<file path="src/rtl/compass_heading_from_xy_top_macros.svh">
// Assertion macros for the compass heading block.
`ifndef COMPASS_HEADING_FROM_XY_TOP_MACROS_SVH
`define COMPASS_HEADING_FROM_XY_TOP_MACROS_SVH

`ifndef ASSERT_OFF
`define CHXY_ASSERT(lbl, prop, msg) \
  lbl: assert property (@(posedge clk_i) disable iff (!rst_ni) (prop)) else $error(msg);
`define CHXY_ASSERT_NEXT(lbl, ante, cons, msg) \
  lbl: assert property (@(posedge clk_i) disable iff (!rst_ni) (ante) |=> (cons)) \
    else $error(msg);
`else
`define CHXY_ASSERT(lbl, prop, msg)
`define CHXY_ASSERT_NEXT(lbl, ante, cons, msg)
`endif

`endif

</file>
<file path="src/rtl/chxy_pkg.sv">
// Shared types, constants and the arctangent table of the compass heading block.
package chxy_pkg;

  localparam int CORDIC_STEPS = 16;
  localparam int TABLE_LEN    = 24;
  localparam int NUM_ITER     = (CORDIC_STEPS < TABLE_LEN) ? CORDIC_STEPS : TABLE_LEN;
  localparam int STEP_W       = $clog2(TABLE_LEN);

  localparam int IN_W   = 16;
  localparam int PRESCALE = 8;
  localparam int VW     = 27;
  localparam int ZW     = 26;
  localparam int AW     = 16;
  localparam int HW     = 19;
  localparam int OUT_W  = 16;
  localparam int FINE_SHIFT = 8;

  localparam logic signed [AW-1:0] HALF_TURN    = 16'sd23040;
  localparam logic signed [AW-1:0] QUARTER_TURN = 16'sd11520;
  localparam logic signed [HW-1:0] FULL_TURN    = 19'sd46080;
  localparam logic signed [HW-1:0] TWO_TURNS    = 19'sd92160;
  localparam logic signed [ZW-1:0] FINE_HALF_TURN = 26'sd5898240;
  localparam logic signed [ZW-1:0] ROUND_BIAS   = 26'sd128;
  localparam logic signed [IN_W-1:0] DECL_RESET = 16'sd733;

  typedef struct packed {
    logic                   special;
    logic signed [AW-1:0]   spec_angle;
    logic signed [VW-1:0]   x;
    logic signed [VW-1:0]   y;
    logic signed [ZW-1:0]   z;
  } chxy_data_t;

  function automatic logic signed [ZW-1:0] chxy_atan(input logic [STEP_W-1:0] step);
    logic signed [ZW-1:0] r;
    case (step)
      5'd0:  r = 26'sd1474560;
      5'd1:  r = 26'sd870484;
      5'd2:  r = 26'sd459940;
      5'd3:  r = 26'sd233473;
      5'd4:  r = 26'sd117189;
      5'd5:  r = 26'sd58652;
      5'd6:  r = 26'sd29333;
      5'd7:  r = 26'sd14667;
      5'd8:  r = 26'sd7334;
      5'd9:  r = 26'sd3667;
      5'd10: r = 26'sd1833;
      5'd11: r = 26'sd917;
      5'd12: r = 26'sd458;
      5'd13: r = 26'sd229;
      5'd14: r = 26'sd115;
      5'd15: r = 26'sd57;
      5'd16: r = 26'sd29;
      5'd17: r = 26'sd14;
      5'd18: r = 26'sd7;
      5'd19: r = 26'sd4;
      5'd20: r = 26'sd2;
      5'd21: r = 26'sd1;
      default: r = '0;
    endcase
    return r;
  endfunction

endpackage

</file>
<file path="src/rtl/chxy_post.sv">
// Output stages: angle rounding, declination add and fold into one turn.
module chxy_post (
  input  logic                     clk_i,
  input  logic                     rst_ni,
  input  logic                     en_i,
  input  logic                     valid_i,
  input  chxy_pkg::chxy_data_t     data_i,
  input  logic signed [15:0]       decl_i,
  output logic                     valid_o,
  output logic [15:0]              heading_o
);
  import chxy_pkg::*;

  logic signed [ZW-1:0]             zb;
  logic signed [ZW-FINE_SHIFT-1:0]  angle;
  logic signed [HW-1:0]             sum_d, sum_q;
  logic                             valid_a_q, valid_q;
  logic signed [HW-1:0]             c_one, c_two, c_sub, fold;
  logic [OUT_W-1:0]                 heading_q;

  always_comb begin
    zb = data_i.z + ROUND_BIAS;
    if (data_i.special) begin
      angle = {{(ZW-FINE_SHIFT-AW){data_i.spec_angle[AW-1]}}, data_i.spec_angle};
    end else begin
      angle = zb[ZW-1:FINE_SHIFT];
    end
    sum_d = {{(HW-ZW+FINE_SHIFT){angle[ZW-FINE_SHIFT-1]}}, angle}
          + {{(HW-IN_W){decl_i[IN_W-1]}}, decl_i};
  end

  always_comb begin
    c_one = sum_q + FULL_TURN;
    c_two = sum_q + TWO_TURNS;
    c_sub = sum_q - FULL_TURN;
    if (sum_q[HW-1]) begin
      fold = c_one[HW-1] ? c_two : c_one;
    end else if (sum_q > FULL_TURN) begin
      fold = c_sub;
    end else begin
      fold = sum_q;
    end
  end

  always_ff @(posedge clk_i or negedge rst_ni) begin
    if (!rst_ni) begin
      valid_a_q <= 1'b0;
      valid_q   <= 1'b0;
    end else if (en_i) begin
      valid_a_q <= valid_i;
      valid_q   <= valid_a_q;
    end
  end

  always_ff @(posedge clk_i) begin
    if (en_i) begin
      sum_q     <= sum_d;
      heading_q <= fold[OUT_W-1:0];
    end
  end

  assign valid_o   = valid_q;
  assign heading_o = heading_q;

endmodule

</file>
<file path="config.mk">
export PLATFORM = sky130hd
export DESIGN_NAME = chxy_post
export DESIGN_NICKNAME = d
export VERILOG_FILES = /design/src/rtl/compass_heading_from_xy_top_macros.svh /design/src/rtl/chxy_pkg.sv /design/src/rtl/chxy_post.sv
export SDC_FILE = /design/constraint.sdc
export NUM_CORES = 1
export LEC_CHECK = 0
export CORE_MARGIN = 4
export CORE_UTILIZATION = 55
export CTS_BUF_LIST = sky130_fd_sc_hd__clkbuf_2
export CTS_CLUSTER_DIAMETER = 40
export CTS_CLUSTER_SIZE = 25
export DETAILED_ROUTE_END_ITERATION = 16
export DONT_BUFFER_PORTS = 1
export PLACE_DENSITY = 0.75
export SLEW_MARGIN = 30
export SYNTH_ARGS = -nofsm -noshare
export SYNTH_HDL_FRONTEND = slang
export SYNTH_SLANG_ARGS = --single-unit
</file>
<file path="constraint.sdc">
create_clock -name clk_i -period 2.4 [get_ports clk_i]
set_input_delay 0.12 -clock clk_i [delete_from_list [all_inputs] [get_ports clk_i]]
set_output_delay 0.12 -clock clk_i [all_outputs]
set_load 0.02 [all_outputs]
</file>
==> results.cfg <==
[layout]
area_growth_pct = 16.9
drive_gt1_frac = 0.213
fill_cells = 402
multi_input_area_um2 = 1740
diodes = 0
regArea_um2 = 1100
finish.utilization = 0.682
design_area_um2 = 3330
finalNonFillerCells = 381
nets = 457

[setup_path]
regToRegStartpoint = sum_q[11]
critPathSlowestCell = edfxtp_1
reg2reg_to = heading_o[12]
worst_r2r_path_depth = 8
end_kind = flip-flop
slowest_delay_ns = 0.50
startpoint_type = flip-flop
r2r_slack_ns = 0.20
cp.required_ns = 2.53
cp_cell_sequence = inv_1 -> ha_1 -> and4bb_2 -> nand4_1 -> a31oi_2 -> nor2_1 -> xnor2_1 -> mux2i_1
arrival_ns = 2.33
cp_max_fo = 6
path_class = reg2reg

[routing]
vias_per_cell = 5.60
final_antenna_net_count = 0
routed_wl_um = 5400
via_count = 2133
firstDrtPassIters = 4
drt-initial-drc-count = 69
drc = 0
detail_route.wl_per_cell_um = 14.2

[sta]
finalSetupTns_ns = 0
finalHoldWorstSlack_ns = 0.0813
maxClockFrequency_ghz = 0.455
relSlewSlack = 0.665
finalCritPeriodShare = 0.916
finalHoldViolCount = 0
fin_skew_ns = 0.0149
min_period_ns = 2.20
setup_viol = 0
setup_ws_ns = 0.200
maxSlewViolCount = 0
tightestPinTransition_ns = 0.497
grt_setup_unrepaired = no

[die]
initial_core_util = 0.584
chipHeight_um = 80.0
top_level_ports = 134
rows = 25
die_area_um2 = 6400
die_w_um = 80.0
core_um2 = 4880

[hold_path]
worstHoldStart = en_i
hp-class = in2reg
worstHoldPathCells = 1
hold-path-endpoint = sum_q[3]

[placed_design]
gp_congestion = 0.906
io_buffers = 0
pre_cts_ws_ns = -0.153
place_hpwl_um = 4420
post-place-cells = 367
placed_cell_area_um2 = 3190

[power]
p_total_mw = 2.06
static-leakage-power_nw = 1.37
ir_drop_mv = 0.270
power_density_nw_per_um2 = 618

[synthesis]
synth_nets = 421
syn-instance-count = 277
synth_flop_cell = edfxtp_1
synth_edf_count = 35
synthArstFlopShare = 0.0541
yosys_warnings = 0
synthDistinctLibCells = 53
synthesis.area_um2 = 2850
synth-seq-cells = 37
seq_area_frac_synth = 0.386
syn_avg_cell_area_um2 = 10.3

[grt]
grt_use_total = 0.185
grt_first_pass_wirelength_um = 9470
grt_pass1_vias = 2216
antenna_found_initial = 0
grt_max_degree = 38
grt_overflow = 0

[outcome]
status = finished clean

[clocking]
clockBufferDepth = 2
h-tree-depth = 2
cts-root-buf = clkbuf_2
insertion_delay_ns = 0.37
cts_tree = built
cts_buffers = 5
clk_pin_slew_ns = 0.18
cts.sinks = 37

[run]
drv_cap = 0
-- repair_timing --
action                                 CTS  global route
endpoints found under the hold margin   41             0
gates resized for setup                  0             1
setup endpoints to repair                0             1
hold buffers                             6             0
setup buffers                            0             0
-- worst max-delay path by stage --
stage,start,to,slack [ns],depth (start not counted)
5_1_grt,data_i[7],sum_q[16],0.03,14
2_1_floorplan,data_i[7],sum_q[16],-0.08,15
3_3_place_gp,data_i[7],sum_q[16],-0.13,14
4_1_cts,sum_q[11],heading_o[12],0.21,8
3_5_place_dp,data_i[7],sum_q[17],-0.15,14
6_report,sum_q[11],heading_o[12],0.20,8
-- sequential cells by signal, summed over array words and instances, names as in the netlist --
name and flops:
heading_o 16, valid_a_q 1, valid_o 1, sum_q 19
-- final cells by class --
| cell class | instances | share of cell area |
|---|---|---|
| Clock buffer | 6 | 0.00902 |
| Timing Repair Buffer | 38 | 0.0932 |
| Inverter | 7 | 0.00789 |
| Sequential cell | 37 | 0.331 |
| Multi-Input combinational cell | 224 | 0.523 |
| Tap cell | 67 | 0.0252 |
| Clock inverter | 2 | 0.0105 |
-- cell families after synthesis --
| family | share of synthesized area |
|---|---|
| compound gates | 0.184 |
| xor+xnor | 0.120 |
| fa+ha+maj | 0.121 |
| buf+inv | 0.0228 |
| flops | 0.386 |
| mux | 0.0189 |
| simple gates | 0.147 |
-- power breakdown --
group,switching [mW],internal (mW)
combinational,0.335,0.346
clock,0.187,0.180
sequential,0.138,0.873
-- synth_stat cells (all sizes together), types with 3 or more instances --
cell | n | share of area
nor3 | 6 | 0.012
buf | 4 | 0.0066
nor2 | 8 | 0.011
clkbuf | 5 | 0.0070
a21o | 12 | 0.032
o21a | 3 | 0.0079
inv | 7 | 0.0092
xnor2 | 19 | 0.058
a21oi | 16 | 0.031
and3 | 6 | 0.013
xor2 | 20 | 0.061
nand4 | 5 | 0.011
ha | 26 | 0.11
mux2 | 3 | 0.012
o21bai | 3 | 0.0079
nand2 | 29 | 0.038
o21ai | 18 | 0.032
a31oi | 7 | 0.023
a31o | 3 | 0.012
nand3 | 13 | 0.023
edfxtp | 35 | 0.37
-- layout by cell type (no fill, tap or decap), drive strengths merged, types with 3 or more instances in the layout --
cell type | Yosys | routed
a21o | 12 | 12
a21oi | 16 | 16
a31o | 3 | 3
a31oi | 7 | 7
and3 | 6 | 6
buf | 4 | 33
clkbuf | 5 | 6
dlygate4sd3 | 0 | 5
edfxtp | 35 | 35
ha | 26 | 26
inv | 7 | 7
mux2 | 3 | 3
nand2 | 29 | 29
nand3 | 13 | 13
nand4 | 5 | 5
nor2 | 8 | 8
nor3 | 6 | 6
o21a | 3 | 3
o21ai | 18 | 18
o21bai | 3 | 3
xnor2 | 19 | 19
xor2 | 20 | 20
-- layer usage --
layer  up-vias  wire (µm)  share of wire  global-route usage
met5         -          0              0                   0
met2        78       2590           0.48               0.323
met3        11        402          0.074              0.0519
met1       950       2300           0.43               0.218
li1       1094          -              -                   -
met4         0        104          0.019              0.0574
-- worst max-delay path, delay by kind of cell, from the launching register on --
family	cells	cell delay, ns
adder cells (fa/ha/maj)	1	0.17
flip-flops	1	0.50
AND/OR/NAND/NOR	3	0.47
XOR/XNOR	1	0.15
AO/OA/AOI/OAI	1	0.39
multiplexers	1	0.08
buffers and inverters	1	0.19
(Power assumes the default switching activity.)
