File: src/rtl/compass_heading_from_xy_top_macros.svh
// Assertion macros for the compass heading block.
`ifndef COMPASS_HEADING_FROM_XY_TOP_MACROS_SVH
`define COMPASS_HEADING_FROM_XY_TOP_MACROS_SVH

`ifndef ASSERT_OFF
`define CHXY_ASSERT(lbl, prop, msg) \
  lbl: assert property (@(posedge clk_i) disable iff (!rst_ni) (prop)) else $error(msg);
`define CHXY_ASSERT_NEXT(lbl, ante, cons, msg) \
  lbl: assert property (@(posedge clk_i) disable iff (!rst_ni) (ante) |=> (cons)) \
    else $error(msg);
`else
`define CHXY_ASSERT(lbl, prop, msg)
`define CHXY_ASSERT_NEXT(lbl, ante, cons, msg)
`endif

`endif

File: src/rtl/chxy_pkg.sv
// Shared types, constants and the arctangent table of the compass heading block.
package chxy_pkg;

  localparam int CORDIC_STEPS = 16;
  localparam int TABLE_LEN    = 24;
  localparam int NUM_ITER     = (CORDIC_STEPS < TABLE_LEN) ? CORDIC_STEPS : TABLE_LEN;
  localparam int STEP_W       = $clog2(TABLE_LEN);

  localparam int IN_W   = 16;
  localparam int PRESCALE = 8;
  localparam int VW     = 27;
  localparam int ZW     = 26;
  localparam int AW     = 16;
  localparam int HW     = 19;
  localparam int OUT_W  = 16;
  localparam int FINE_SHIFT = 8;

  localparam logic signed [AW-1:0] HALF_TURN    = 16'sd23040;
  localparam logic signed [AW-1:0] QUARTER_TURN = 16'sd11520;
  localparam logic signed [HW-1:0] FULL_TURN    = 19'sd46080;
  localparam logic signed [HW-1:0] TWO_TURNS    = 19'sd92160;
  localparam logic signed [ZW-1:0] FINE_HALF_TURN = 26'sd5898240;
  localparam logic signed [ZW-1:0] ROUND_BIAS   = 26'sd128;
  localparam logic signed [IN_W-1:0] DECL_RESET = 16'sd733;

  typedef struct packed {
    logic                   special;
    logic signed [AW-1:0]   spec_angle;
    logic signed [VW-1:0]   x;
    logic signed [VW-1:0]   y;
    logic signed [ZW-1:0]   z;
  } chxy_data_t;

  function automatic logic signed [ZW-1:0] chxy_atan(input logic [STEP_W-1:0] step);
    logic signed [ZW-1:0] r;
    case (step)
      5'd0:  r = 26'sd1474560;
      5'd1:  r = 26'sd870484;
      5'd2:  r = 26'sd459940;
      5'd3:  r = 26'sd233473;
      5'd4:  r = 26'sd117189;
      5'd5:  r = 26'sd58652;
      5'd6:  r = 26'sd29333;
      5'd7:  r = 26'sd14667;
      5'd8:  r = 26'sd7334;
      5'd9:  r = 26'sd3667;
      5'd10: r = 26'sd1833;
      5'd11: r = 26'sd917;
      5'd12: r = 26'sd458;
      5'd13: r = 26'sd229;
      5'd14: r = 26'sd115;
      5'd15: r = 26'sd57;
      5'd16: r = 26'sd29;
      5'd17: r = 26'sd14;
      5'd18: r = 26'sd7;
      5'd19: r = 26'sd4;
      5'd20: r = 26'sd2;
      5'd21: r = 26'sd1;
      default: r = '0;
    endcase
    return r;
  endfunction

endpackage

File: src/rtl/chxy_cordic_stage.sv
// One registered vectoring CORDIC iteration.
module chxy_cordic_stage (
  input  logic                          clk_i,
  input  logic                          rst_ni,
  input  logic                          en_i,
  input  logic [chxy_pkg::STEP_W-1:0]   step_i,
  input  logic                          valid_i,
  input  chxy_pkg::chxy_data_t          data_i,
  output logic                          valid_o,
  output chxy_pkg::chxy_data_t          data_o
);
  import chxy_pkg::*;

  logic                  valid_q;
  chxy_data_t            data_d, data_q;
  logic signed [VW-1:0]  xs, ys;
  logic signed [ZW-1:0]  da;

  always_comb begin
    xs = data_i.x >>> step_i;
    ys = data_i.y >>> step_i;
    da = chxy_atan(step_i);
    data_d = data_i;
    if (!data_i.y[VW-1] && (data_i.y != '0)) begin
      data_d.x = data_i.x + ys;
      data_d.y = data_i.y - xs;
      data_d.z = data_i.z + da;
    end else begin
      data_d.x = data_i.x - ys;
      data_d.y = data_i.y + xs;
      data_d.z = data_i.z - da;
    end
  end

  always_ff @(posedge clk_i or negedge rst_ni) begin
    if (!rst_ni) begin
      valid_q <= 1'b0;
    end else if (en_i) begin
      valid_q <= valid_i;
    end
  end

  always_ff @(posedge clk_i) begin
    if (en_i) begin
      data_q <= data_d;
    end
  end

  assign valid_o = valid_q;
  assign data_o  = data_q;

endmodule

File: config.mk
export PLATFORM = sky130hd
export DESIGN_NAME = chxy_cordic_stage
export DESIGN_NICKNAME = d
export VERILOG_FILES = /design/src/rtl/compass_heading_from_xy_top_macros.svh /design/src/rtl/chxy_pkg.sv /design/src/rtl/chxy_cordic_stage.sv
export SDC_FILE = /design/constraint.sdc
export NUM_CORES = 1
export LEC_CHECK = 0
export BUFFER_PORTS_ARGS = -buffer_cell sky130_fd_sc_hd__buf_4
export CORE_UTILIZATION = 64
export CTS_BUF_LIST = sky130_fd_sc_hd__clkbuf_16
export DETAILED_ROUTE_END_ITERATION = 7
export PLACE_DENSITY = 0.95
export SLEW_MARGIN = 20
export SYNTH_ARGS = -nofsm -noshare
export SYNTH_HDL_FRONTEND = slang
export SYNTH_SLANG_ARGS = --single-unit
File: constraint.sdc
create_clock -name clk_i -period 2.1 [get_ports clk_i]
set_input_delay 0.105 -clock clk_i [delete_from_list [all_inputs] [get_ports clk_i]]
set_output_delay 0.105 -clock clk_i [all_outputs]
set_load 0.05 [all_outputs]
==> results.md, run 1 <==
- The synthesized design devotes to its leading area cell type 23.60% of total area.
- The number of buffers created by CTS is 9.
- The count of port buffers added during placement is 203.
- The run ended at 4_1_cts.
- The first error in the log reads "[ERROR DPL-0038] Utilization greater than 100%, impossible to legalize".
- The HPWL after detailed placement is 50,160 µm.
- Measured along the x axis, the die boundary spans 140.9 µm.
- In the synthesized netlist the dominant register cell turns out to be edfxtp_1.
- The number of instances in the synthesized netlist is 1,320.
- The area of the mapped netlist is 0.01234 mm².
- The congestion estimate from routability-driven global placement came to 1.282.
- The fraction of synthesis flops using an asynchronous set or reset pin is 1.020%.
- In this run the clock root is driven by a clkbuf_16.
- The total of hold buffers inserted after clock tree synthesis is 19.
- Synthesis produced a netlist with a net count of 1,521.
- The H-tree generated during clock tree synthesis spans 3 levels.
- The number of different library cells in the post-synthesis netlist is 85.
- The synthesized design contains 98 register bits.
- The placed cell count is 2,226.
- The number of rows in the core area is 50.
- Yosys printed 0 warnings.
- The number of I/O pins is 204.
- The sequential element share of the synthesized area is 23.81%.
- The mean instance size in the synthesized netlist is 9.349 µm².
- Sorting the synthesized cells by area gives the leading types as edfxtp_1, mux4_2, ha_1.
- In this run, post-CTS repair resized a total of 348 instances.
- The synthesized design spends more area on one cell type than any other, namely edfxtp_1.
- The run stopped with a tool error.
- The placed instance area is 0.01820 mm².
- From bottom edge to top edge, the die measures 140.9 µm.
- The buffers inserted during post-CTS setup optimization is 99.
- The number of flops mapped to enable cells by yosys is 97.
- The maximum clock insertion buffer count is 2.
- The TritonCTS sink count is 98.
- The initial utilization of the core area, before any placement, comes to 65.53%.
==> cells in the mapped netlist (15+ instances only) <==
master,instances
mux4_2,57
inv_1,44
nor2b_1,20
nor4_1,16
a21o_1,32
mux2i_1,58
xnor2_1,85
edfxtp_1,97
mux2_2,19
nand3_1,23
xor2_1,39
nor2_1,102
o21ai_0,77
a31oi_1,19
nand2_1,84
nand2b_1,23
clkbuf_1,24
o21a_1,18
nor3_1,30
a21oi_1,89
buf_2,15
ha_1,92
==> logic make-up after synthesis <==
| kind of cell | Yosys count | synth area share, % |
|---|---|---|
| buf+inv | 109 | 4.198 |
| xor+xnor | 125 | 8.983 |
| fa+ha+maj | 95 | 9.814 |
| compound gates | 374 | 20.05 |
| mux | 136 | 17.17 |
| simple gates | 383 | 15.98 |
| flops | 98 | 23.81 |
==> stage by stage <==
step           hold WS [ps]  TNS (ps)  worst slack [ps]
3_5_place_dp         -118.7   -188730             -3309
2_1_floorplan        -190.6   -137400             -2693
3_3_place_gp         -119.2   -163000             -2861
==> inputs of run 2 (changes only) <==
--- a/config.mk
+++ b/config.mk
@@ -6,10 +6,9 @@
 export NUM_CORES = 1
 export LEC_CHECK = 0
 export BUFFER_PORTS_ARGS = -buffer_cell sky130_fd_sc_hd__buf_4
-export CORE_UTILIZATION = 64
-export CTS_BUF_LIST = sky130_fd_sc_hd__clkbuf_16
+export CORE_UTILIZATION = 40
 export DETAILED_ROUTE_END_ITERATION = 7
-export PLACE_DENSITY = 0.95
+export PLACE_DENSITY_LB_ADDON = 0.15
 export SLEW_MARGIN = 20
 export SYNTH_ARGS = -nofsm -noshare
 export SYNTH_HDL_FRONTEND = slang
==> run 2 against run 1 <==
Compared with the run above:
- the flow now finishes, with violations (negative setup slack)
- synthesized cell count stayed put
- area after synthesis did not move
==> results.md, run 2 <==
- The final layout contains 2,353 nets.
- The pin count of the biggest net entering global routing is 52.
- The source of the critical timing path is step_i[0].
- The setup slack after layout is -2555 ps.
- The maximum clock skew at final layout is 0 ps.
- The die covers 0.03156 mm².
- Global routing used 32.36% of the available tracks.
- The floorplan step set the die width to 177.6 µm.
- At the pin with the least slew margin, the transition time is 669.3 ps.
- The count of final hold-check violations is 0.
- During placement, the flow inserted port buffers numbering 203.
- Sorting the synthesized cells by area gives the leading types as edfxtp_1, mux4_2, ha_1.
- After detailed routing, the number of remaining DRC violations is 0.
- The worst endpoint data arrival time is 4780 ps.
- The core region is 0.03003 mm².
- Clock-pin slew was measured on the worst setup and hold paths at 70 ps.
- The area of the mapped netlist is 0.01234 mm².
- The tool flagged a number of max-cap violations equal to 0.
- The most frequent cell after synthesis is nor2_1.
- The number of rows in the core area is 63.
- The total of endpoints with negative setup slack in the final report is 77.
- The headroom to the max-slew limit is 55.03%.
- The HPWL after detailed placement is 39,680 µm.
- The capturing instance or port of the critical path is data_o[25].
- Power spread over the standard cell area amounts to 682.5 mW/mm².
- Together, buffers and inverters on the worst path number 5.
- The routed wire length on met3 is 3122 µm.
- Counting flops and latches in the post-synthesis netlist gives 98.
- The library cell used most frequently in the layout, excluding fill and tap cells, is buf_4.
- The first detailed-routing pass took 6 iterations.
- For this design, the sink count on the clock tree is 98.
- In the final routed layout, each cell accounts on average for 20.56 µm.
- The number of clock buffers added by TritonCTS is 9.
- The number of instances in the synthesized netlist is 1,320.
- By instance count, the cell type seen most on the critical path is a21o_1.
- The worst setup path is launched from an input port.
- Before CTS, the worst setup slack after placement is -3053 ps.
- The repair_antennas step left the layout with diodes totalling 0.
- After synthesis, the share of flip-flops with an asynchronous set or reset is 1.020%.
- The number of different library cells in the post-synthesis netlist is 85.
- The highest metal layer with signal wires is met4.
- The critical path's top delay family is compound AO/OA/AOI/OAI gates.
- Among all flip-flop cells after synthesis, the most frequent one is edfxtp_1.
- TritonCTS built the clock tree.
- For the finished layout, the period the worst path requires is 4655 ps.
- The synthesized design devotes to its leading area cell type 23.60% of total area.
- The biggest area consumer among synthesized cells is edfxtp_1.
- Setup repair after global routing could not meet its margin everywhere.
- In this run the number of H-tree levels came out at 3.
- The worst min-delay path category is in -> async.
- The via count is 14.44k.
- The library cells used most frequently in the layout, excluding fill and tap cells, are buf_4, edfxtp_1, nor2_1, buf_6, ha_1.
- The die extent in y is 177.6 µm.
- The maximum vdd ir drop is 508.0 µV.
- The sequential element share of the synthesized area is 23.81%.
- The post-route fraction of the period consumed by the critical path is 221.7%.
- The global placer's final weighted congestion is 0.9773.
- The yosys synthesis warning count is 0.
- The signal on the critical path passes through buf_12, buf_6, buf_12, clkinvlp_4, ha_4, mux4_2, a32oi_2, o21ai_2, or4b_4, o21ai_4, xnor2_2, ha_1, a21o_1, a21o_1, a21o_1, buf_6, o211ai_1, o211ai_1, and4_1, o41a_1, o32ai_2, a311oi_2.
- The largest single stage delay on the critical path is 600 ps.
- The post-synthesis to final-layout area growth is 76.41%.
- The number of global-route vias before repair is 14.46k.
- In this run the remaining antenna-violating nets after routing total 0.
- The initial utilization of the core area, before any placement, comes to 41.09%.
- Counting along the longest clock path gives a buffer depth of 2.
- The synthesized net count is 1,521.
- The number of antenna violations at the first check in global routing is 0.
- Summed over all layers, the global routing overflow is 0.
- In this run the register-to-register setup slack is 1360 ps.
- The critical path in this run is classified as in -> reg.
- The maximum clock rate is 214.8 MHz.
- In this run the critical register-to-register path is captured at valid_o.
- The required time of the critical path is 2220 ps.
- The final reports fail on negative setup slack.
- The routed length on met2 is 26,080 µm.
- The final layout contains routed wiring with a total length of 52,370 µm.
- The worst setup path is captured at a flop.
- A synthesized cell averages 9.349 µm².
- The first-pass GRT wire length is 78,540 µm.
- Counting flops with a built-in enable in the synthesized netlist gives 97.
- The later pin in the worst-skew pair is clocked with a latency of 380 ps.
- The leakage power figure is 9.663 nW.
- The flow ran to the end, but the final reports show violations.
- CTS placed an instance of clkbuf_16 at the clock tree root.
- The number of I/O pins is 204.
- The number of max-slew violations in the final report is 0.
- In this run the critical register-to-register path is launched from valid_o.
- The wire length on met1 is 21,550 µm.
- The number of DRC violations after detailed-routing iteration 0 is 1,086.
- The register with the most flip-flops in the layout has 97 of them.
- Setup total negative slack on the finished layout was measured at -134,480 ps.
- The cell with the largest stage delay on the worst path is or4b_4.
- After synthesis, the most frequently instantiated cells are nor2_1, edfxtp_1, ha_1.
- The post-route netlist has 58.69% of its cells at a drive strength greater than 1.
- After detailed routing, the number of vias per cell comes to 5.671.
- The worst reg-to-reg path cell count is 1.
- The maximum fanout along the worst path is 8.
- Counting buffers and inverters, the worst setup path is 22 cells deep.
[run 2: what timing repair did]
item                                    CTS  global route
gates resized for setup                 190           191
endpoints found under the setup margin   77            77
hold buffers                             19             0
pin swaps                               135           142
endpoints found under the hold margin    19             0
buffers inserted                         97            41
cloned                                    2             0
[run 2: cell families after synthesis]
group	count (synthesis)	synth area share [%]
AND/OR/NAND/NOR	383	15.98
AO/OA/AOI/OAI	374	20.05
multiplexers	136	17.17
XOR/XNOR	125	8.983
buffers and inverters	109	4.198
flip-flops	98	23.81
adder cells (fa/ha/maj)	95	9.814
[run 2: power by group]
part / switching [mW] / leakage, nW / internal [mW] / total [mW]
Clock: 0.917 / 0.155 / 0.964 / 1.88
Combinational: 5.34 / 8.55 / 4.73 / 10.1
Sequential: 0.128 / 0.961 / 2.78 / 2.91
Total: 6.39 / 9.66 / 8.47 / 14.9
[run 2: worst min-delay path by stage]
stage	endpoint	slack, ps
global route	data_o[0]	30
finish	valid_o	30
floorplan	valid_o	-190
detailed placement	valid_o	-120
global placement	valid_o	-120
CTS	valid_o	9
[run 2: area by class of cell]
type	instances	area (µm²)
clock buffers	9	225.2
inverters	45	201.4
well taps	390	488.0
clock inverters	7	96.34
flip-flops and latches	98	2938
repair buffers	885	7176
multi-input cells	1113	10650
fillers	2176	8263
[run 2: stage by stage]
| stage | utilization (%) | power (mW) | instance area [µm²] | hold WS (ps) | cells |
|---|---|---|---|---|---|
| after floorplan | - | 7.922 | 12910 | -190.6 | 1320 |
| after global placement | 61.95 | 11.16 | 18610 | -119.8 | 2395 |
| after detailed placement | 61.95 | 11.25 | 18610 | -118.8 | 2395 |
| after CTS | 68.75 | 14.03 | 20650 | 9.171 | 2522 |
| after global routing | 72.49 | 15.56 | 21770 | 27.01 | 2547 |
| final | 72.49 | 14.86 | 21770 | 26.64 | 2547 |
[run 2: layer usage]
layer	GRT usage, %	up-vias
li1	-	6755
met1	40.65	7067
met2	57.08	528
met3	4.049	93
met4	10.51	0
met5	0	-
Note: power is estimated with default switching activity, not from simulation.
