**src/rtl/compass_heading_from_xy_top_macros.svh**
```systemverilog
// Assertion macros for the compass heading block.
`ifndef COMPASS_HEADING_FROM_XY_TOP_MACROS_SVH
`define COMPASS_HEADING_FROM_XY_TOP_MACROS_SVH

`ifndef ASSERT_OFF
`define CHXY_ASSERT(lbl, prop, msg) \
  lbl: assert property (@(posedge clk_i) disable iff (!rst_ni) (prop)) else $error(msg);
`define CHXY_ASSERT_NEXT(lbl, ante, cons, msg) \
  lbl: assert property (@(posedge clk_i) disable iff (!rst_ni) (ante) |=> (cons)) \
    else $error(msg);
`else
`define CHXY_ASSERT(lbl, prop, msg)
`define CHXY_ASSERT_NEXT(lbl, ante, cons, msg)
`endif

`endif

```
**src/rtl/chxy_pkg.sv**
```systemverilog
// Shared types, constants and the arctangent table of the compass heading block.
package chxy_pkg;

  localparam int CORDIC_STEPS = 16;
  localparam int TABLE_LEN    = 24;
  localparam int NUM_ITER     = (CORDIC_STEPS < TABLE_LEN) ? CORDIC_STEPS : TABLE_LEN;
  localparam int STEP_W       = $clog2(TABLE_LEN);

  localparam int IN_W   = 16;
  localparam int PRESCALE = 8;
  localparam int VW     = 27;
  localparam int ZW     = 26;
  localparam int AW     = 16;
  localparam int HW     = 19;
  localparam int OUT_W  = 16;
  localparam int FINE_SHIFT = 8;

  localparam logic signed [AW-1:0] HALF_TURN    = 16'sd23040;
  localparam logic signed [AW-1:0] QUARTER_TURN = 16'sd11520;
  localparam logic signed [HW-1:0] FULL_TURN    = 19'sd46080;
  localparam logic signed [HW-1:0] TWO_TURNS    = 19'sd92160;
  localparam logic signed [ZW-1:0] FINE_HALF_TURN = 26'sd5898240;
  localparam logic signed [ZW-1:0] ROUND_BIAS   = 26'sd128;
  localparam logic signed [IN_W-1:0] DECL_RESET = 16'sd733;

  typedef struct packed {
    logic                   special;
    logic signed [AW-1:0]   spec_angle;
    logic signed [VW-1:0]   x;
    logic signed [VW-1:0]   y;
    logic signed [ZW-1:0]   z;
  } chxy_data_t;

  function automatic logic signed [ZW-1:0] chxy_atan(input logic [STEP_W-1:0] step);
    logic signed [ZW-1:0] r;
    case (step)
      5'd0:  r = 26'sd1474560;
      5'd1:  r = 26'sd870484;
      5'd2:  r = 26'sd459940;
      5'd3:  r = 26'sd233473;
      5'd4:  r = 26'sd117189;
      5'd5:  r = 26'sd58652;
      5'd6:  r = 26'sd29333;
      5'd7:  r = 26'sd14667;
      5'd8:  r = 26'sd7334;
      5'd9:  r = 26'sd3667;
      5'd10: r = 26'sd1833;
      5'd11: r = 26'sd917;
      5'd12: r = 26'sd458;
      5'd13: r = 26'sd229;
      5'd14: r = 26'sd115;
      5'd15: r = 26'sd57;
      5'd16: r = 26'sd29;
      5'd17: r = 26'sd14;
      5'd18: r = 26'sd7;
      5'd19: r = 26'sd4;
      5'd20: r = 26'sd2;
      5'd21: r = 26'sd1;
      default: r = '0;
    endcase
    return r;
  endfunction

endpackage

```
**src/rtl/chxy_prep.sv**
```systemverilog
// Input stage: axis special cases, half-turn fold and scaling into the CORDIC format.
module chxy_prep (
  input  logic                     clk_i,
  input  logic                     rst_ni,
  input  logic                     en_i,
  input  logic                     valid_i,
  input  logic signed [15:0]       x_value_i,
  input  logic signed [15:0]       y_value_i,
  output logic                     valid_o,
  output chxy_pkg::chxy_data_t     data_o
);
  import chxy_pkg::*;

  logic                  valid_q;
  chxy_data_t            data_d, data_q;
  logic                  x_zero, y_zero, x_neg;
  logic signed [IN_W:0]  xn, yn;

  always_comb begin
    x_zero = (x_value_i == '0);
    y_zero = (y_value_i == '0);
    x_neg  = x_value_i[IN_W-1];
    xn = x_neg ? -{x_value_i[IN_W-1], x_value_i} : {x_value_i[IN_W-1], x_value_i};
    yn = x_neg ? -{y_value_i[IN_W-1], y_value_i} : {y_value_i[IN_W-1], y_value_i};

    data_d.special = x_zero || y_zero;
    if (y_zero) begin
      data_d.spec_angle = x_neg ? HALF_TURN : '0;
    end else begin
      data_d.spec_angle = y_value_i[IN_W-1] ? -QUARTER_TURN : QUARTER_TURN;
    end
    data_d.x = {{(VW-IN_W-1-PRESCALE){xn[IN_W]}}, xn, {PRESCALE{1'b0}}};
    data_d.y = {{(VW-IN_W-1-PRESCALE){yn[IN_W]}}, yn, {PRESCALE{1'b0}}};
    if (x_neg) begin
      data_d.z = y_value_i[IN_W-1] ? -FINE_HALF_TURN : FINE_HALF_TURN;
    end else begin
      data_d.z = '0;
    end
  end

  always_ff @(posedge clk_i or negedge rst_ni) begin
    if (!rst_ni) begin
      valid_q <= 1'b0;
    end else if (en_i) begin
      valid_q <= valid_i;
    end
  end

  always_ff @(posedge clk_i) begin
    if (en_i) begin
      data_q <= data_d;
    end
  end

  assign valid_o = valid_q;
  assign data_o  = data_q;

endmodule

```
**config.mk**
```make
export PLATFORM = sky130hd
export DESIGN_NAME = chxy_prep
export DESIGN_NICKNAME = d
export VERILOG_FILES = /design/src/rtl/compass_heading_from_xy_top_macros.svh /design/src/rtl/chxy_pkg.sv /design/src/rtl/chxy_prep.sv
export SDC_FILE = /design/constraint.sdc
export NUM_CORES = 1
export LEC_CHECK = 0
export ABC_AREA = 1
export BUFFER_PORTS_ARGS = -buffer_cell sky130_fd_sc_hd__buf_4
export CAP_MARGIN = 10
export CELL_PAD_IN_SITES_DETAIL_PLACEMENT = 0
export CELL_PAD_IN_SITES_GLOBAL_PLACEMENT = 1
export CORE_ASPECT_RATIO = 0.7
export CORE_MARGIN = 4
export CORE_UTILIZATION = 33
export CTS_CLUSTER_DIAMETER = 50
export DETAILED_ROUTE_END_ITERATION = 8
export PLACE_DENSITY_LB_ADDON = 0.15
export SYNTH_ARGS = -nofsm -noshare
export SYNTH_HDL_FRONTEND = slang
export SYNTH_SLANG_ARGS = --single-unit
```
**constraint.sdc**
```tcl
create_clock -name clk_i -period 0.9 [get_ports clk_i]
set_input_delay 0.045 -clock clk_i [delete_from_list [all_inputs] [get_ports clk_i]]
set_output_delay 0.045 -clock clk_i [all_outputs]
set_load 0.01 [all_outputs]
```
==> flow_metrics.tcl, run 1 <==
set metrics [dict create \
    status "finished with violations" \
    violations "setup timing" \
    place_hpwl_um 5180 \
    fin_skew_ns 0 \
    end_kind "primary output" \
    cp_cell_sequence "buf_6" \
    yosys_warnings 0 \
    synth.most_common_cell "nand2_1" \
    clkTransAtPathRegs_ns 0.06 \
    post_cts.repair.setup_buffers 0 \
    grt_overflow_total 0 \
    synth_cell_types 26 \
    hold_class "primary input to flop" \
    max_freq_ghz 1.07 \
    async_flop_share_pct 2.27 \
    cts.path.max_buffers 2 \
    grt_pass1_vias 2008 \
    io_pins 134 \
    start_util_pct 34.0 \
    wl_um 6580 \
    fp.coreArea_um2 7870 \
    setup_violations 20 \
    cts_root_buf "clkbuf_16" \
    drt_iter0_markers 61 \
    critPathMaxFanout 3 \
    drcViolationCount 0 \
    cts-htree-levels 2 \
    die_area_um2 9650 \
    p_per_area_nw_per_um2 1440 \
    reg2reg_setup_slack_ns 0.15 \
    grt_pass1_wl_um 10200 \
    wl_per_cell_um 12.4 \
    worst_slack_ns -0.0384 \
    rsz0062_at_grt "yes" \
    drive_gt1_share_pct 44.0 \
    timing.rr.start "valid_o$_DFFE_PN0P_" \
    nets 467 \
    syn_area_um2 2680 \
    antenna_found_initial 0 \
    crit_family "flip-flops" \
    fin_crit_sh_pct 104 \
    cts_sinks 44 \
    yosysSeqAreaShare_pct 49.1 \
    clock_latency_ns 0.28 \
    grt_max_degree 18 \
    ir_worst_vdd_mv 0.660 \
    die_w_um 116 \
    crit_path_end "data_o[50]" \
    synth.area.top_cells "edfxtp_1 (48%), buf_4 (15%), nand2_1 (9.8%), nand3_1 (4.3%), nor2_1 (2.8%)" \
    cp.depth 1 \
    placed_area_um2 3690 \
    die_h_um 83.4 \
    num_rows 27 \
    synth_common_cells "nand2_1 (70), buf_4 (55), edfxtp_1 (43)" \
    max_stage_delay_ns 0.45 \
    vias 2192 \
    diodes 0 \
    first_pass_iters 4 \
    grt_usage_pct 13.5 \
    crit_buf_inv 1 \
    r2r_end "valid_o$_DFFE_PN0P_" \
    slew_violations 0 \
    worstPathArrival_ns 0.89 \
    gp_congestion 0.807 \
    p_leak_nw 1.95 \
    area_delta_synth_final_pct 48.7 \
    ant_nets 0 \
    numPortBuffers 92 \
    worstSetupStartpoint "data_o[50]$_DFFE_PP_" \
    syn_inst 292 \
    cp-start-kind "flop" \
    synth_edf_count 43 \
    ys_ff_latch 44 \
    path_class "flop to primary output" \
    syn_avg_cell_area_um2 9.17 \
    finalInstanceArea_um2 3980 \
    fin_setup_tns_ns -0.541 \
    avgViaCountPerCell 4.13 \
    hold_viol 0 \
    synth-main-ff-cell "edfxtp_1" \
    synth.largest_area_cell "edfxtp_1" \
    total_power_mw 5.74 \
    cp.required_ns 0.85 \
    crit_slowest_cell "edfxtp_1" \
    timing.hold.ws_ns 0.0471 \
    synth_top_area_share_pct 48.2 \
    worst-r2r-cell-count 1 \
    cap_viol_max_count 0 \
    cts_buffers 5 \
    min_period_ns 0.938 \
    cts_tree "built" \
]
==> metrics by stage <==
stage	instances	util (%)	worst slack (ns)
floorplan	333	-	-0.0391
global placement	519	46.9	-0.293
detailed placement	519	46.9	-0.297
CTS	531	49.7	-0.0518
global route	531	50.6	-0.0842
finish	531	50.6	-0.0384
==> state kept, by name (all words and copies together), names as in the netlist <==
name,cells
data_o,43
valid_o,1
==> cell type report <==
cell class / count / area, um2
Tap cell: 101 / 126
Multi-Input combinational cell: 200 / 1050
Clock inverter: 3 / 17.5
Sequential cell: 44 / 1320
Inverter: 30 / 130
Fill cell: 752 / 3890
Clock buffer: 5 / 125
Timing Repair Buffer: 148 / 1220
==> kinds of logic after synthesis <==
kind of cell | share of synthesized area (%)
AOI/OAI and AO/OA | 3.27
muxes | 0.420
buffers and inverters | 20.3
DFF | 49.1
and+or+nand+nor | 21.5
xor gates and xnor gates | 4.25
adders and majority gates | 0.934
other | 0.140
==> routing by layer <==
metal  vias to the layer above  GRT usage (%)  share of wire (%)
met5                         -              0                  0
li1                       1122              -                  -
met3                         6           4.37                 10
met2                        85           18.8                 42
met4                         0           3.16               0.96
met1                       979           20.1                 47
==> layout by cell type (no fill, tap or decap), types with 6 or more instances in the layout <==
master    Yosys  final
buf_4        55    123
buf_6         0     19
conb_1        1     42
edfxtp_1     43     43
inv_1        18     17
inv_2        12     11
nand2_1      70     66
nand2_2       3      6
nand3_1      23     20
nor2_1       20     17
o21ai_1      10      9
xor2_1        8      8
==> how the worst min path moves through the flow <==
| stage | start | cells past startpoint | to | slack [ns] |
|---|---|---|---|---|
| after global routing | rst_ni | 2 | valid_o$_DFFE_PN0P_ | 0.07 |
| final | y_value_i[9] | 3 | data_o[43]$_DFFE_PP_ | 0.05 |
| after floorplan | rst_ni | 0 | valid_o$_DFFE_PN0P_ | -0.25 |
| after CTS | x_value_i[13] | 3 | data_o[74]$_DFFE_PP_ | 0.05 |
| after global placement | rst_ni | 1 | valid_o$_DFFE_PN0P_ | -0.18 |
| after detailed placement | rst_ni | 1 | valid_o$_DFFE_PN0P_ | -0.18 |
==> timing repair <==
action | CTS | global route
endpoints found under the setup margin | 20 | 37
pin swaps | 0 | 3
gates resized for setup | 11 | 18
hold buffers | 4 | 0
hold endpoints to repair | 4 | 0
==> power breakdown <==
part	leakage (nW)	switching (mW)	internal (mW)
Clock	0.0716	0.764	1.02
Combinational	1.45	0.678	0.712
Sequential	0.431	0.0872	2.48
(Power assumes the default switching activity.)
==> run 2: changes to the inputs <==
--- a/config.mk
+++ b/config.mk
@@ -12,7 +12,7 @@
 export CELL_PAD_IN_SITES_GLOBAL_PLACEMENT = 1
 export CORE_ASPECT_RATIO = 0.7
 export CORE_MARGIN = 4
-export CORE_UTILIZATION = 33
+export CORE_UTILIZATION = 30
 export CTS_CLUSTER_DIAMETER = 50
 export DETAILED_ROUTE_END_ITERATION = 8
 export PLACE_DENSITY_LB_ADDON = 0.15
==> constraint.sdc (replaced) <==
create_clock -name clk_i -period 0.85 [get_ports clk_i]
set_input_delay 0.0425 -clock clk_i [delete_from_list [all_inputs] [get_ports clk_i]]
set_output_delay 0.0425 -clock clk_i [all_outputs]
set_load 0.01 [all_outputs]
==> run 2 against run 1 <==
  * Count of clock-buffer cells in the layout rose by 1
  * Clock power is 20% higher
  * First-iteration DRC count increased by 49%
  * The run still ends with setup timing left
  * Final area increased by 8.5%
  * Critical path type unchanged
  * Total power grew 14%
  * Non-clock buffer count increased by 1
  * Sequential power up 7%
  * Cell count grew 3.8%
  * Critical endpoint unchanged
  * Setup slack got worse by 0.048 ns
==> flow_metrics.tcl, run 2 (synthesized netlist as in run 1, its figures left out) <==
set metrics [dict create \
    fin_skew_ns 0 \
    mostFrequentLayoutCells "buf_4 (88), nand2_1 (64), buf_6 (49), edfxtp_1 (43), conb_1 (42)" \
    area_delta_synth_final_pct 61.4 \
    vias 2197 \
    cts_tree "built" \
    fin_crit_sh_pct 110 \
    grt_max_degree 22 \
    drive_gt1_share_pct 46.6 \
    hold_class "primary input to flop" \
    crit_family "flip-flops" \
    end_kind "primary output" \
    hold_depth 3 \
    start_util_pct 31.2 \
    worstHoldStart "y_value_i[9]" \
    num_rows 28 \
    total_power_mw 6.53 \
    crit_slowest_cell "edfxtp_1" \
    cp.required_ns 0.81 \
    avgViaCountPerCell 3.99 \
    place_hpwl_um 5340 \
    io_pins 134 \
    worst-r2r-cell-count 1 \
    max_stage_delay_ns 0.46 \
    timing.rr.start "valid_o$_DFFE_PN0P_" \
    worst_slack_ns -0.0865 \
    p_leak_nw 2.05 \
    ant_nets 0 \
    wl_um 6610 \
    fp.coreArea_um2 8580 \
    min_to "data_o[43]$_DFFE_PP_" \
    cts_root_buf "clkbuf_16" \
    crit_buf_inv 1 \
    final_common_cell "buf_4" \
    timing.hold.ws_ns 0.0569 \
    die_h_um 87.1 \
    worstPathArrival_ns 0.89 \
    cp-start-kind "flop" \
    path_class "flop to primary output" \
    nets 468 \
    p_per_area_nw_per_um2 1510 \
    diodes 0 \
    max_freq_ghz 1.07 \
    ir_worst_vdd_mv 0.975 \
    die_w_um 121 \
    stdcell_count 551 \
    clock_latency_ns 0.28 \
    grt_pass1_wl_um 9920 \
    wl_per_cell_um 12.0 \
    grt_overflow_total 0 \
    cts-htree-levels 2 \
    critPathMaxFanout 3 \
    numPortBuffers 92 \
    min_period_ns 0.937 \
    gp_congestion 0.861 \
    drcViolationCount 0 \
    first_pass_iters 4 \
    violations "setup timing" \
    cap_viol_max_count 0 \
    die_area_um2 10500 \
    setup_violations 24 \
    dp_cells 535 \
    cp_cell_sequence "buf_6" \
    rsz0062_at_grt "yes" \
    fin_setup_tns_ns -1.39 \
    cts.path.max_buffers 2 \
    hold_viol 0 \
    antenna_found_initial 0 \
    cts_buffers 5 \
    reg2reg_setup_slack_ns 0.09 \
    grt_usage_pct 12.1 \
    clkTransAtPathRegs_ns 0.06 \
    r2r_end "valid_o$_DFFE_PN0P_" \
    status "finished with violations" \
    grt_pass1_vias 1982 \
    drt_iter0_markers 91 \
    largest_reg_flops 43 \
    cts_sinks 44 \
    slew_violations 0 \
]
-- run 2: timing repair --
action	4_1_cts	5_1_grt
gates resized for setup	28	51
gates cloned	0	0
endpoints found under the hold margin	3	1
endpoints found under the setup margin	35	68
buffers inserted	0	4
pin swaps	1	10
hold buffers	3	1
-- run 2: how the worst max path moves through the flow --
stage                                         from                   end  slack [ns]  depth (start not counted)
after CTS                 data_o[24]$_SDFFCE_PN0P_            data_o[23]        -0.1                          1
after floorplan                       x_value_i[1]  data_o[71]$_DFFE_PP_       -0.09                          9
after detailed placement              x_value_i[1]  data_o[71]$_DFFE_PP_       -0.36                         10
after global routing          data_o[50]$_DFFE_PP_            data_o[50]       -0.14                          1
final                         data_o[50]$_DFFE_PP_            data_o[50]       -0.09                          1
after global placement                x_value_i[1]  data_o[71]$_DFFE_PP_       -0.33                         10
-- run 2: through the flow --
stage	cell area [um2]	utilization, %	setup WS, ns
5_1_grt	4320	50.4	-0.139
2_1_floorplan	2950	-	-0.0866
3_5_place_dp	3780	44.1	-0.356
4_1_cts	4090	47.6	-0.0967
6_report	4320	50.4	-0.0865
3_3_place_gp	3780	44.1	-0.330
-- run 2: power breakdown --
part           total (mW)  internal [mW]  switching, mW
Combinational        1.65          0.881          0.765
Sequential           2.73           2.63          0.105
Clock                2.15           1.38          0.772
-- run 2: area by class of cell --
cell class	instances	area, um2
clock buffer	6	129
clock inverter	2	35.0
fill	816	4260
inverter	30	165
multi-input combinational	200	1130
sequential	44	1320
tap	120	150
timing repair buffer	149	1400
-- run 2: metal layers --
layer  vias up  wire, um  track usage, %
li1       1126         -               -
met1       986      3060            17.1
met2        83      2910            18.3
met3         2       602            3.77
met4         0        34            2.16
met5         -         0               0
==> run 3: changes to the inputs <==
--- a/config.mk
+++ b/config.mk
@@ -5,7 +5,7 @@
 export SDC_FILE = /design/constraint.sdc
 export NUM_CORES = 1
 export LEC_CHECK = 0
-export ABC_AREA = 1
+export ABC_AREA = 0
 export BUFFER_PORTS_ARGS = -buffer_cell sky130_fd_sc_hd__buf_4
 export CAP_MARGIN = 10
 export CELL_PAD_IN_SITES_DETAIL_PLACEMENT = 0
==> run 3 against run 2 <==
  * The flow still finishes with violations (setup timing)
  * Via count decreased by 19%
  * Critical path depth increased by 4
  * Non-clock buffer count unchanged
  * Cell count decreased by 20%
  * Routed wire length decreased by 13%
  * Clock power decreased by 18%
  * First-iteration DRC count decreased by 71%
  * Global-route usage decreased by 0.56 points
  * Combinational power decreased by 9%
  * Setup slack got worse by 0.54 ns
  * Largest cell class unchanged
  * Largest power group unchanged
==> flow_metrics.tcl, run 3 <==
set metrics [dict create \
    synth_top_area_share_pct 52.6 \
    largest_reg_flops 43 \
    mostFrequentLayoutCells "buf_4 (81), buf_6 (63), edfxtp_1 (43), conb_1 (42), xnor2_1 (26)" \
    end_kind "flop" \
    syn_inst 205 \
    grt_usage_pct 11.5 \
    area_delta_synth_final_pct 64.5 \
    synth.area.top_cells "edfxtp_1 (53%), buf_4 (17%), xnor2_1 (9.3%), o21ai_0 (1.8%), or4_4 (1.8%)" \
    critPathMaxFanout 5 \
    cp.required_ns 0.88 \
    numPortBuffers 92 \
    diodes 0 \
    grt_pass1_vias 1822 \
    fin_skew_ns 0 \
    first_pass_iters 4 \
    hold_class "primary input to flop" \
    violations "setup timing" \
    yosys_warnings 0 \
    yosysSeqAreaShare_pct 53.6 \
    start_util_pct 31.1 \
    nets 380 \
    syn_avg_cell_area_um2 12.0 \
    cap_viol_max_count 0 \
    clkTransAtPathRegs_ns 0.06 \
    setup_violations 50 \
    timing.rr.start "valid_o$_DFFE_PN0P_" \
    hold_depth 1 \
    io_pins 134 \
    total_power_mw 6.02 \
    pre_cts_slack_ns -0.972 \
    clock_latency_ns 0.27 \
    grt_overflow_total 0 \
    ys_ff_latch 44 \
    ir_worst_vdd_mv 0.764 \
    antenna_found_initial 0 \
    path_class "primary input to flop" \
    place_hpwl_um 4520 \
    cts-htree-levels 2 \
    status "finished with violations" \
    synth-main-ff-cell "edfxtp_1" \
    timing.hold.ws_ns 0.0421 \
    vias 1789 \
    finalInstanceArea_um2 4040 \
    syn_area_um2 2450 \
    min_to "data_o[95]$_SDFFCE_PN0P_" \
    hold_viol 0 \
    cts_buffers 5 \
    min_period_ns 1.48 \
    async_flop_share_pct 2.27 \
    fin_crit_sh_pct 174 \
    slew_violations 0 \
    cts.path.max_buffers 2 \
    p_leak_nw 1.76 \
    die_area_um2 9720 \
    die_h_um 83.7 \
    grt_max_degree 22 \
    synth_edf_count 43 \
    synth.most_common_cell "buf_4" \
    synth_common_cells "buf_4 (54), edfxtp_1 (43), xnor2_1 (26)" \
    avgViaCountPerCell 4.04 \
    drive_gt1_share_pct 54.7 \
    worstHoldStart "y_value_i[15]" \
    cts_tree "built" \
    worstPathArrival_ns 1.50 \
    fin_setup_tns_ns -11.28 \
    ant_nets 0 \
    worstSetupStartpoint "y_value_i[2]" \
    r2r_end "valid_o$_DFFE_PN0P_" \
    stdcell_count 443 \
    grt_pass1_wl_um 9000 \
    fp.coreArea_um2 7910 \
    synth.largest_area_cell "edfxtp_1" \
    max_freq_ghz 0.677 \
    fin_util_pct 51.1 \
    dp_cells 428 \
    synth_cell_types 29 \
    gp_congestion 0.743 \
    wl_um 5770 \
    cts_sinks 44 \
    cp-start-kind "primary input" \
    p_per_area_nw_per_um2 1490 \
    reg2reg_setup_slack_ns 0.09 \
    worst_slack_ns -0.626 \
    rsz0062_at_grt "yes" \
    wl_per_cell_um 13.0 \
    cts_root_buf "clkbuf_16" \
    drt_iter0_markers 26 \
    placed_area_um2 3460 \
    drcViolationCount 0 \
    die_w_um 116 \
    num_rows 27 \
    final_common_cell "buf_4" \
    worst-r2r-cell-count 1 \
]
-- run 3: changes by cell type after synthesis, moves of 5 or more --
cell and delta:
nand2b_1 +5, xor2_1 -7, nor2_1 -15, o31ai_1 +5, inv_1 -12, nand2_1 -59
xnor2_1 +21, inv_2 -12, clkbuf_1 +5, o21ai_0 +8, o21ai_1 -8, nand3_1 -21
-- run 3: final cells by class --
cell class                 instances  area, um2
tap                              101        126
fill                             745       3870
multi-input combinational        136       1050
inverter                           6       22.5
sequential                        44       1320
clock buffer                       5        125
timing repair buffer             149       1390
clock inverter                     2       7.51
-- run 3: kinds of logic (layout without fill, tap and decap cells) --
logic type               after synthesis  after routing  synth area share [%]
flip-flops                            44             44                  53.6
multiplexers                           2              2                 0.917
adder cells (fa/ha/maj)                2              2                  1.02
other                                  1             42                 0.153
AO/OA/AOI/OAI                         25             25                  7.24
buffers and inverters                 66            162                  18.3
AND/OR/NAND/NOR                       38             38                  9.07
XOR/XNOR                              27             27                  9.63
-- run 3: worst max-delay path, stage by stage --
cell and delay [ns]:
buf_6 0.09, or4_4 0.56, or4_4 0.49, o41ai_4 0.23
xnor2_1 0.09
-- run 3: worst max path at each step --
| stage | depth (start not counted) | to |
|---|---|---|
| after floorplan | 4 | data_o[47]$_DFFE_PP_ |
| after global placement | 6 | data_o[50]$_DFFE_PP_ |
| after detailed placement | 6 | data_o[50]$_DFFE_PP_ |
| after CTS | 5 | data_o[47]$_DFFE_PP_ |
| after global routing | 5 | data_o[43]$_DFFE_PP_ |
| final | 5 | data_o[47]$_DFFE_PP_ |
-- run 3: timing repair --
item / in CTS / in global routing
gates resized for setup: 55 / 34
pin swaps: 8 / 3
setup endpoints to repair: 54 / 78
endpoints found under the hold margin: 3 / 0
buffers inserted: 5 / 1
hold buffers: 3 / 0
-- run 3: report_power, final --
group	switching (mW)	internal [mW]
clock network	0.715	1.05
logic	0.650	0.851
registers	0.113	2.64
total	1.48	4.54
-- run 3: metal layers --
| metal | track usage (%) | part of all wire [%] |
|---|---|---|
| met5 | 0 | 0 |
| met2 | 17.9 | 47 |
| met3 | 4.78 | 9.0 |
| met1 | 15.3 | 44 |
| met4 | 1.58 | 0 |
